<file path="config.mk">
export PLATFORM = sky130hd
export DESIGN_NAME = clsr_ctrl
export DESIGN_NICKNAME = d
export VERILOG_FILES = /design/src/rtl/clsr_pkg.sv /design/src/rtl/clsr_ctrl.sv
export SDC_FILE = /design/constraint.sdc
export NUM_CORES = 1
export LEC_CHECK = 0
export BUFFER_PORTS_ARGS = -buffer_cell sky130_fd_sc_hd__buf_2
export CAP_MARGIN = 0
export CORE_MARGIN = 3
export CORE_UTILIZATION = 50
export CTS_CLUSTER_DIAMETER = 120
export DETAILED_ROUTE_END_ITERATION = 8
export GPL_TIMING_DRIVEN = 1
export PLACE_DENSITY = 0.75
export SKIP_LAST_GASP = 1
export SLEW_MARGIN = 20
export SYNTH_ARGS = -nofsm -noshare
export SYNTH_HDL_FRONTEND = slang
export SYNTH_SLANG_ARGS = --single-unit
</file>
<file path="constraint.sdc">
create_clock -name clk_i -period 4.3 [get_ports clk_i]
set_input_delay 0 -clock clk_i [delete_from_list [all_inputs] [get_ports clk_i]]
set_output_delay 0 -clock clk_i [all_outputs]
set_load 0.05 [all_outputs]
</file>
<file path="src/rtl/clsr_pkg.sv">
// Package for the combined LCG shuffle generator: widths, generator constants,
// reciprocal constants for the constant divisions, and controller/datapath command type.
// No dependencies.
package clsr_pkg;

  localparam int ValW = 31;
  localparam int KW = 16;
  localparam int TableDepthDef = 32;

  // Generator constants (Schrage form: m = a*q + r)
  localparam logic [ValW-1:0] ModA = 31'd2147483563;
  localparam logic [ValW-1:0] ModB = 31'd2147483399;
  localparam logic [ValW-1:0] ModAm1 = 31'd2147483562;
  localparam logic [KW-1:0] MulA = 16'd40014;
  localparam logic [KW-1:0] MulB = 16'd40692;
  localparam logic [KW-1:0] QuoA = 16'd53668;
  localparam logic [KW-1:0] QuoB = 16'd52774;
  localparam logic [KW-1:0] RemA = 16'd12211;
  localparam logic [KW-1:0] RemB = 16'd3791;
  localparam logic [ValW-1:0] SecondReset = 31'd123456789;
  localparam logic [23:0] FracCap = 24'd16777213;

  // floor(x / q) = (x * Rcp) >> RcpShift, exact for every 31-bit x
  localparam int RcpShiftA = ValW + $clog2(QuoA);
  localparam int RcpShiftB = ValW + $clog2(QuoB);
  localparam logic [31:0] RcpA =
    32'(((64'd1 << RcpShiftA) + 64'(QuoA) - 64'd1) / 64'(QuoA));
  localparam logic [31:0] RcpB =
    32'(((64'd1 << RcpShiftB) + 64'(QuoB) - 64'd1) / 64'(QuoB));

  // Division by ModA: 2^31 = ModA + ModAGap, so each step folds the bits above
  // bit 30 back in; three steps bring any 62-bit dividend below 2^31
  localparam logic [6:0] ModAGap = 7'd85;
  localparam int DivSteps = 3;
  localparam int DivCntW = $clog2(DivSteps);

  localparam logic OpReseed = 1'b0;
  localparam logic OpDraw = 1'b1;

  typedef struct packed {
    logic load_seed;
    logic load_range;
    logic seed_step;
    logic seed_wr;
    logic seed_last;
    logic draw_step;
    logic draw_mix;
    logic mul;
    logic div_init;
    logic div_run;
    logic out_load;
  } dp_cmd_t;

endpackage

</file>
<file path="src/rtl/clsr_ctrl.sv">
// Controller: sequences reseed warm-up, draw steps, division and output transfer.
// Depends on clsr_pkg.
module clsr_ctrl import clsr_pkg::*; #(
  parameter int TABLE_DEPTH = TableDepthDef
) (
  input  logic                           clk_i,
  input  logic                           rst_ni,
  input  logic                           in_valid_i,
  output logic                           in_ready_o,
  input  logic                           op_i,
  output logic                           out_valid_o,
  input  logic                           out_ready_i,
  input  logic                           div_done_i,
  output dp_cmd_t                        cmd_o,
  output logic [$clog2(TABLE_DEPTH)-1:0] seed_addr_o
);

  localparam int AW = $clog2(TABLE_DEPTH);
  localparam int CW = $clog2(TABLE_DEPTH + 8);

  localparam logic [2:0] StIdle  = 3'd0;
  localparam logic [2:0] StRsGen = 3'd1;
  localparam logic [2:0] StDrGen = 3'd2;
  localparam logic [2:0] StDrMix = 3'd3;
  localparam logic [2:0] StDrMul = 3'd4;
  localparam logic [2:0] StDrIni = 3'd5;
  localparam logic [2:0] StDrDiv = 3'd6;
  localparam logic [2:0] StDrOut = 3'd7;

  logic [2:0]    state_q, state_d;
  logic [1:0]    wcnt_q, wcnt_d;
  logic [CW-1:0] step_q, step_d;
  logic          out_valid_q, out_valid_d;
  logic          accept;
  logic          gen_ready;

  assign in_ready_o  = (state_q == StIdle);
  assign accept      = in_valid_i && in_ready_o;
  assign gen_ready   = (wcnt_q == 2'd2);
  assign out_valid_o = out_valid_q;
  assign seed_addr_o = step_q[AW-1:0];

  always_comb begin
    state_d = state_q;
    wcnt_d  = wcnt_q + 2'd1;
    step_d  = step_q;
    cmd_o   = '0;
    case (state_q)
      StIdle: begin
        wcnt_d = '0;
        if (accept) begin
          if (op_i == OpReseed) begin
            cmd_o.load_seed = 1'b1;
            step_d  = CW'(TABLE_DEPTH + 7);
            state_d = StRsGen;
          end else begin
            cmd_o.load_range = 1'b1;
            state_d = StDrGen;
          end
        end
      end
      StRsGen: begin
        // wait out the unit latency, then advance the first generator
        if (gen_ready) begin
          cmd_o.seed_step = 1'b1;
          cmd_o.seed_wr   = (step_q < CW'(TABLE_DEPTH));
          cmd_o.seed_last = (step_q == '0);
          wcnt_d = '0;
          if (step_q == '0) begin
            state_d = StIdle;
          end else begin
            step_d = step_q - CW'(1);
          end
        end
      end
      StDrGen: begin
        if (gen_ready) begin
          cmd_o.draw_step = 1'b1;
          state_d = StDrMix;
        end
      end
      StDrMix: begin
        cmd_o.draw_mix = 1'b1;
        state_d = StDrMul;
      end
      StDrMul: begin
        cmd_o.mul = 1'b1;
        state_d = StDrIni;
      end
      StDrIni: begin
        cmd_o.div_init = 1'b1;
        state_d = StDrDiv;
      end
      StDrDiv: begin
        cmd_o.div_run = 1'b1;
        if (div_done_i) begin
          state_d = StDrOut;
        end
      end
      StDrOut: begin
        // hold until the output register is free
        if (!out_valid_q || out_ready_i) begin
          cmd_o.out_load = 1'b1;
          state_d = StIdle;
        end
      end
      default: begin
        state_d = StIdle;
      end
    endcase
  end

  always_comb begin
    if (cmd_o.out_load) begin
      out_valid_d = 1'b1;
    end else if (out_ready_i) begin
      out_valid_d = 1'b0;
    end else begin
      out_valid_d = out_valid_q;
    end
  end

  always_ff @(posedge clk_i or negedge rst_ni) begin
    if (!rst_ni) begin
      state_q     <= StIdle;
      wcnt_q      <= '0;
      step_q      <= '0;
      out_valid_q <= 1'b0;
    end else begin
      state_q     <= state_d;
      wcnt_q      <= wcnt_d;
      step_q      <= step_d;
      out_valid_q <= out_valid_d;
    end
  end

endmodule

</file>
==> results.md <==
* Clock skew at 0.00403 ns
* CTS tree: done
* Final hold vios at 0
* Status: complete, no violations
* Post-Route WL at between 1.5 and 2 mm
* Clock Latency Late Sink at around 0.27 ns
* Clk slew on worst S/H paths at about 0.08 ns
* Area leader, netlist: dfrtp_1
* Net Count, Synth at about 110
* Vias per Instance at about 5.6
* Min-Delay Path Class: in2reg
* Ys Warns at 0
* Area delta synth->final at 12.1%
* Initial DRC count at 21
* Worst-margin pin slew at about 0.5 ns
* Register bit total from synthesis at 12
* Longest Clk Path Bufs at 2
* Initial cell density of the core at 0.550
* Most frequent cells in the layout: buf_2, nand2_1, nor2_1, dfrtp_1, inv_1
* Critical Path Source Type: flip-flop
* Crit Path Max Fanout at 18
* Placer Congestion at between 0.8 and 0.9
* Root Driver: clkbuf_4
* Clk sink count at 12
* WL/cell at between 10 and 15 um
* Detailed Routing Iterations Pass 1 at 6
* Core area at 1560 sq um
* Seq/Total Area, Yosys at 0.350
* Mean Syn Cell Area at 8.49 sq um
* Cell Rows at 14
* Layout cells sized above 1 at 0.256
* Top cell type's share of synthesized area at 0.350
* Mapped Cells at a little over 100
* Fillers at between 100 and 150
* Hold Buf Count CTS at 1
* ANT cells at 0
* I/O pin count at 24
* Total number of vias at approximately 750
* Total GRT Usage at 0.178
* Share of the clock period used by the worst path at 0.490
* CP Cell Sequence: nor3b_1, nand2_1, nor3_1, buf_2
* Crit path kind: reg2out
* First-pass GRT wire length at 2.82 mm
* Mapped Area at between 800 and 900 sq um
* Number of setup violations in the final report at 0
* Num CTS Buffers at 3
* Cell leakage power at 0.495 nW
* Die Ht at 47.4 um
* CTS-repair resized insts at 0
* Rel. slew slack at 0.672
* Detailed placer's ending HPWL at between 1 and 1.5 mm
* Worst VDD drop at about 0.00041 V
* CP max-delay cell: dfrtp_1
* CTS H-tree depth at 1
* Port Buffer Count at 23
* Number of max-cap violations at 0
* Area of the die at about 2200 sq um
* Pwr Density at about 800 nW/um^2
* Design area at ~960 sq um
* Nets at around 130
* CP endpoint kind: output pin
* # Post-CTS Setup Buffers at 0
* Die width at between 40 and 50 um
* Post-synth cell types at 34
* RSZ-0062 raised after global routing: false
* Arr. time, crit path at 2.11 ns
* Initial antenna violation count at 0
* Slew Limit Fails at 0
* Post-route ant nets at 0
* Most common cell after layout, fill and taps aside: buf_2
* Global route total overflow at 0
* Setup TNS at 0 ns
* Placed inst area at approximately 910 sq um
* Worst Path Required at between 4 and 5 ns
* Fin crit period at 2.11 ns
* Top cells by area, synth: dfrtp_1, buf_4, ha_1
* Largest net degree at the start of global routing at 19
* Peak Freq at approximately 470 MHz
* Largest stage delay on the critical path at about 0.64 ns
* Drc violations at 0
* Vias in the first global route at 710
## cell usage after synthesis
cell and instances:
buf_2 1, nor3_2 1, a221o_1 1, mux2i_1 5, nor2_1 12, a2bb2oi_1 2
buf_4 8, a21oi_1 3, a211oi_1 1, o211ai_1 1, clkbuf_2 1, nor3_1 3
and3b_1 1, nor3b_1 3, nor4_1 1, clkbuf_1 2, or3b_1 1, ha_1 4
nand2b_1 2, or4b_4 1, a21o_1 2, dfrtp_1 12, a211o_1 1, nor2b_1 2
o21ai_0 3, or2_2 1, nand3_1 2, nand2_1 12, o22ai_1 1, inv_1 6
and3_1 2, nand3b_1 1, o311ai_0 1, a2111oi_0 1
## flip-flops by register name, indices dropped and copies added, names as in the netlist
name / cells
state_q: 3
wcnt_q: 2
out_valid_o: 1
step_q: 6
## logic make-up (layout without fill, tap and decap cells)
logic type      Yosys count  count (layout)  share of synthesized area
flops                    12              12                      0.350
mux                       5               5                     0.0584
compound gates           17              17                      0.140
fa+ha+maj                 4               4                     0.0584
simple gates             45              45                      0.276
buf+inv                  18              34                      0.117
## area by class of cell
cell class                 count  area [sq um]  share of cell area
multi-input combinational     71           457               0.475
sequential                    12           300               0.312
timing repair buffer          24           125               0.130
clock buffer                   4          36.3              0.0378
inverter                       6          22.5              0.0234
tap                           16          20.0              0.0208
## per-layer routing
metal | global-route usage | wire (um) | part of all wire
met4 | 0.0718 | 29 | 0.016
met2 | 0.281 | 913 | 0.52
met5 | 0 | 0 | 0
met1 | 0.217 | 720 | 0.41
met3 | 0.0651 | 95 | 0.054
## per-stage QoR
stage	instances	hold WS, ns	util	worst slack, ns	power (mW)
floorplan	101	-0.296	-	2.11	0.631
global placement	128	-0.106	0.587	2.46	0.672
detailed placement	128	-0.110	0.587	2.46	0.680
CTS	133	0.0350	0.616	2.23	0.773
global route	133	0.0723	0.616	2.01	0.828
finish	133	0.0519	0.616	2.19	0.768
## path summary, 6_finish.rpt
path,from,to,slack (ns),cells after the start
worst max-delay path,state_q[0],cmd_o[6],2.19,4
max in group asynchronous,rst_ni,wcnt_q[0],3.94,2
worst min register to register,wcnt_q[0],wcnt_q[0],0.48,1
worst min-delay path,out_ready_i,out_valid_o,0.05,3
worst max register to register,state_q[0],step_q[0],2.36,4
min in group asynchronous,rst_ni,step_q[4],0.14,2
## power by group
part | switching [mW] | internal (mW) | leakage, nW | total, mW
combinational | 0.301 | 0.132 | 0.339 | 0.433
clock | 0.0376 | 0.0514 | 0.0210 | 0.0891
sequential | 0.0851 | 0.161 | 0.135 | 0.246
total | 0.424 | 0.344 | 0.495 | 0.768
## worst max-delay path: cells and delay by family (launching register included)
family | cells | cell delay (ns)
buf+inv | 1 | 0.29
flops | 1 | 0.64
simple gates | 3 | 0.90
(Power assumes the default switching activity.)
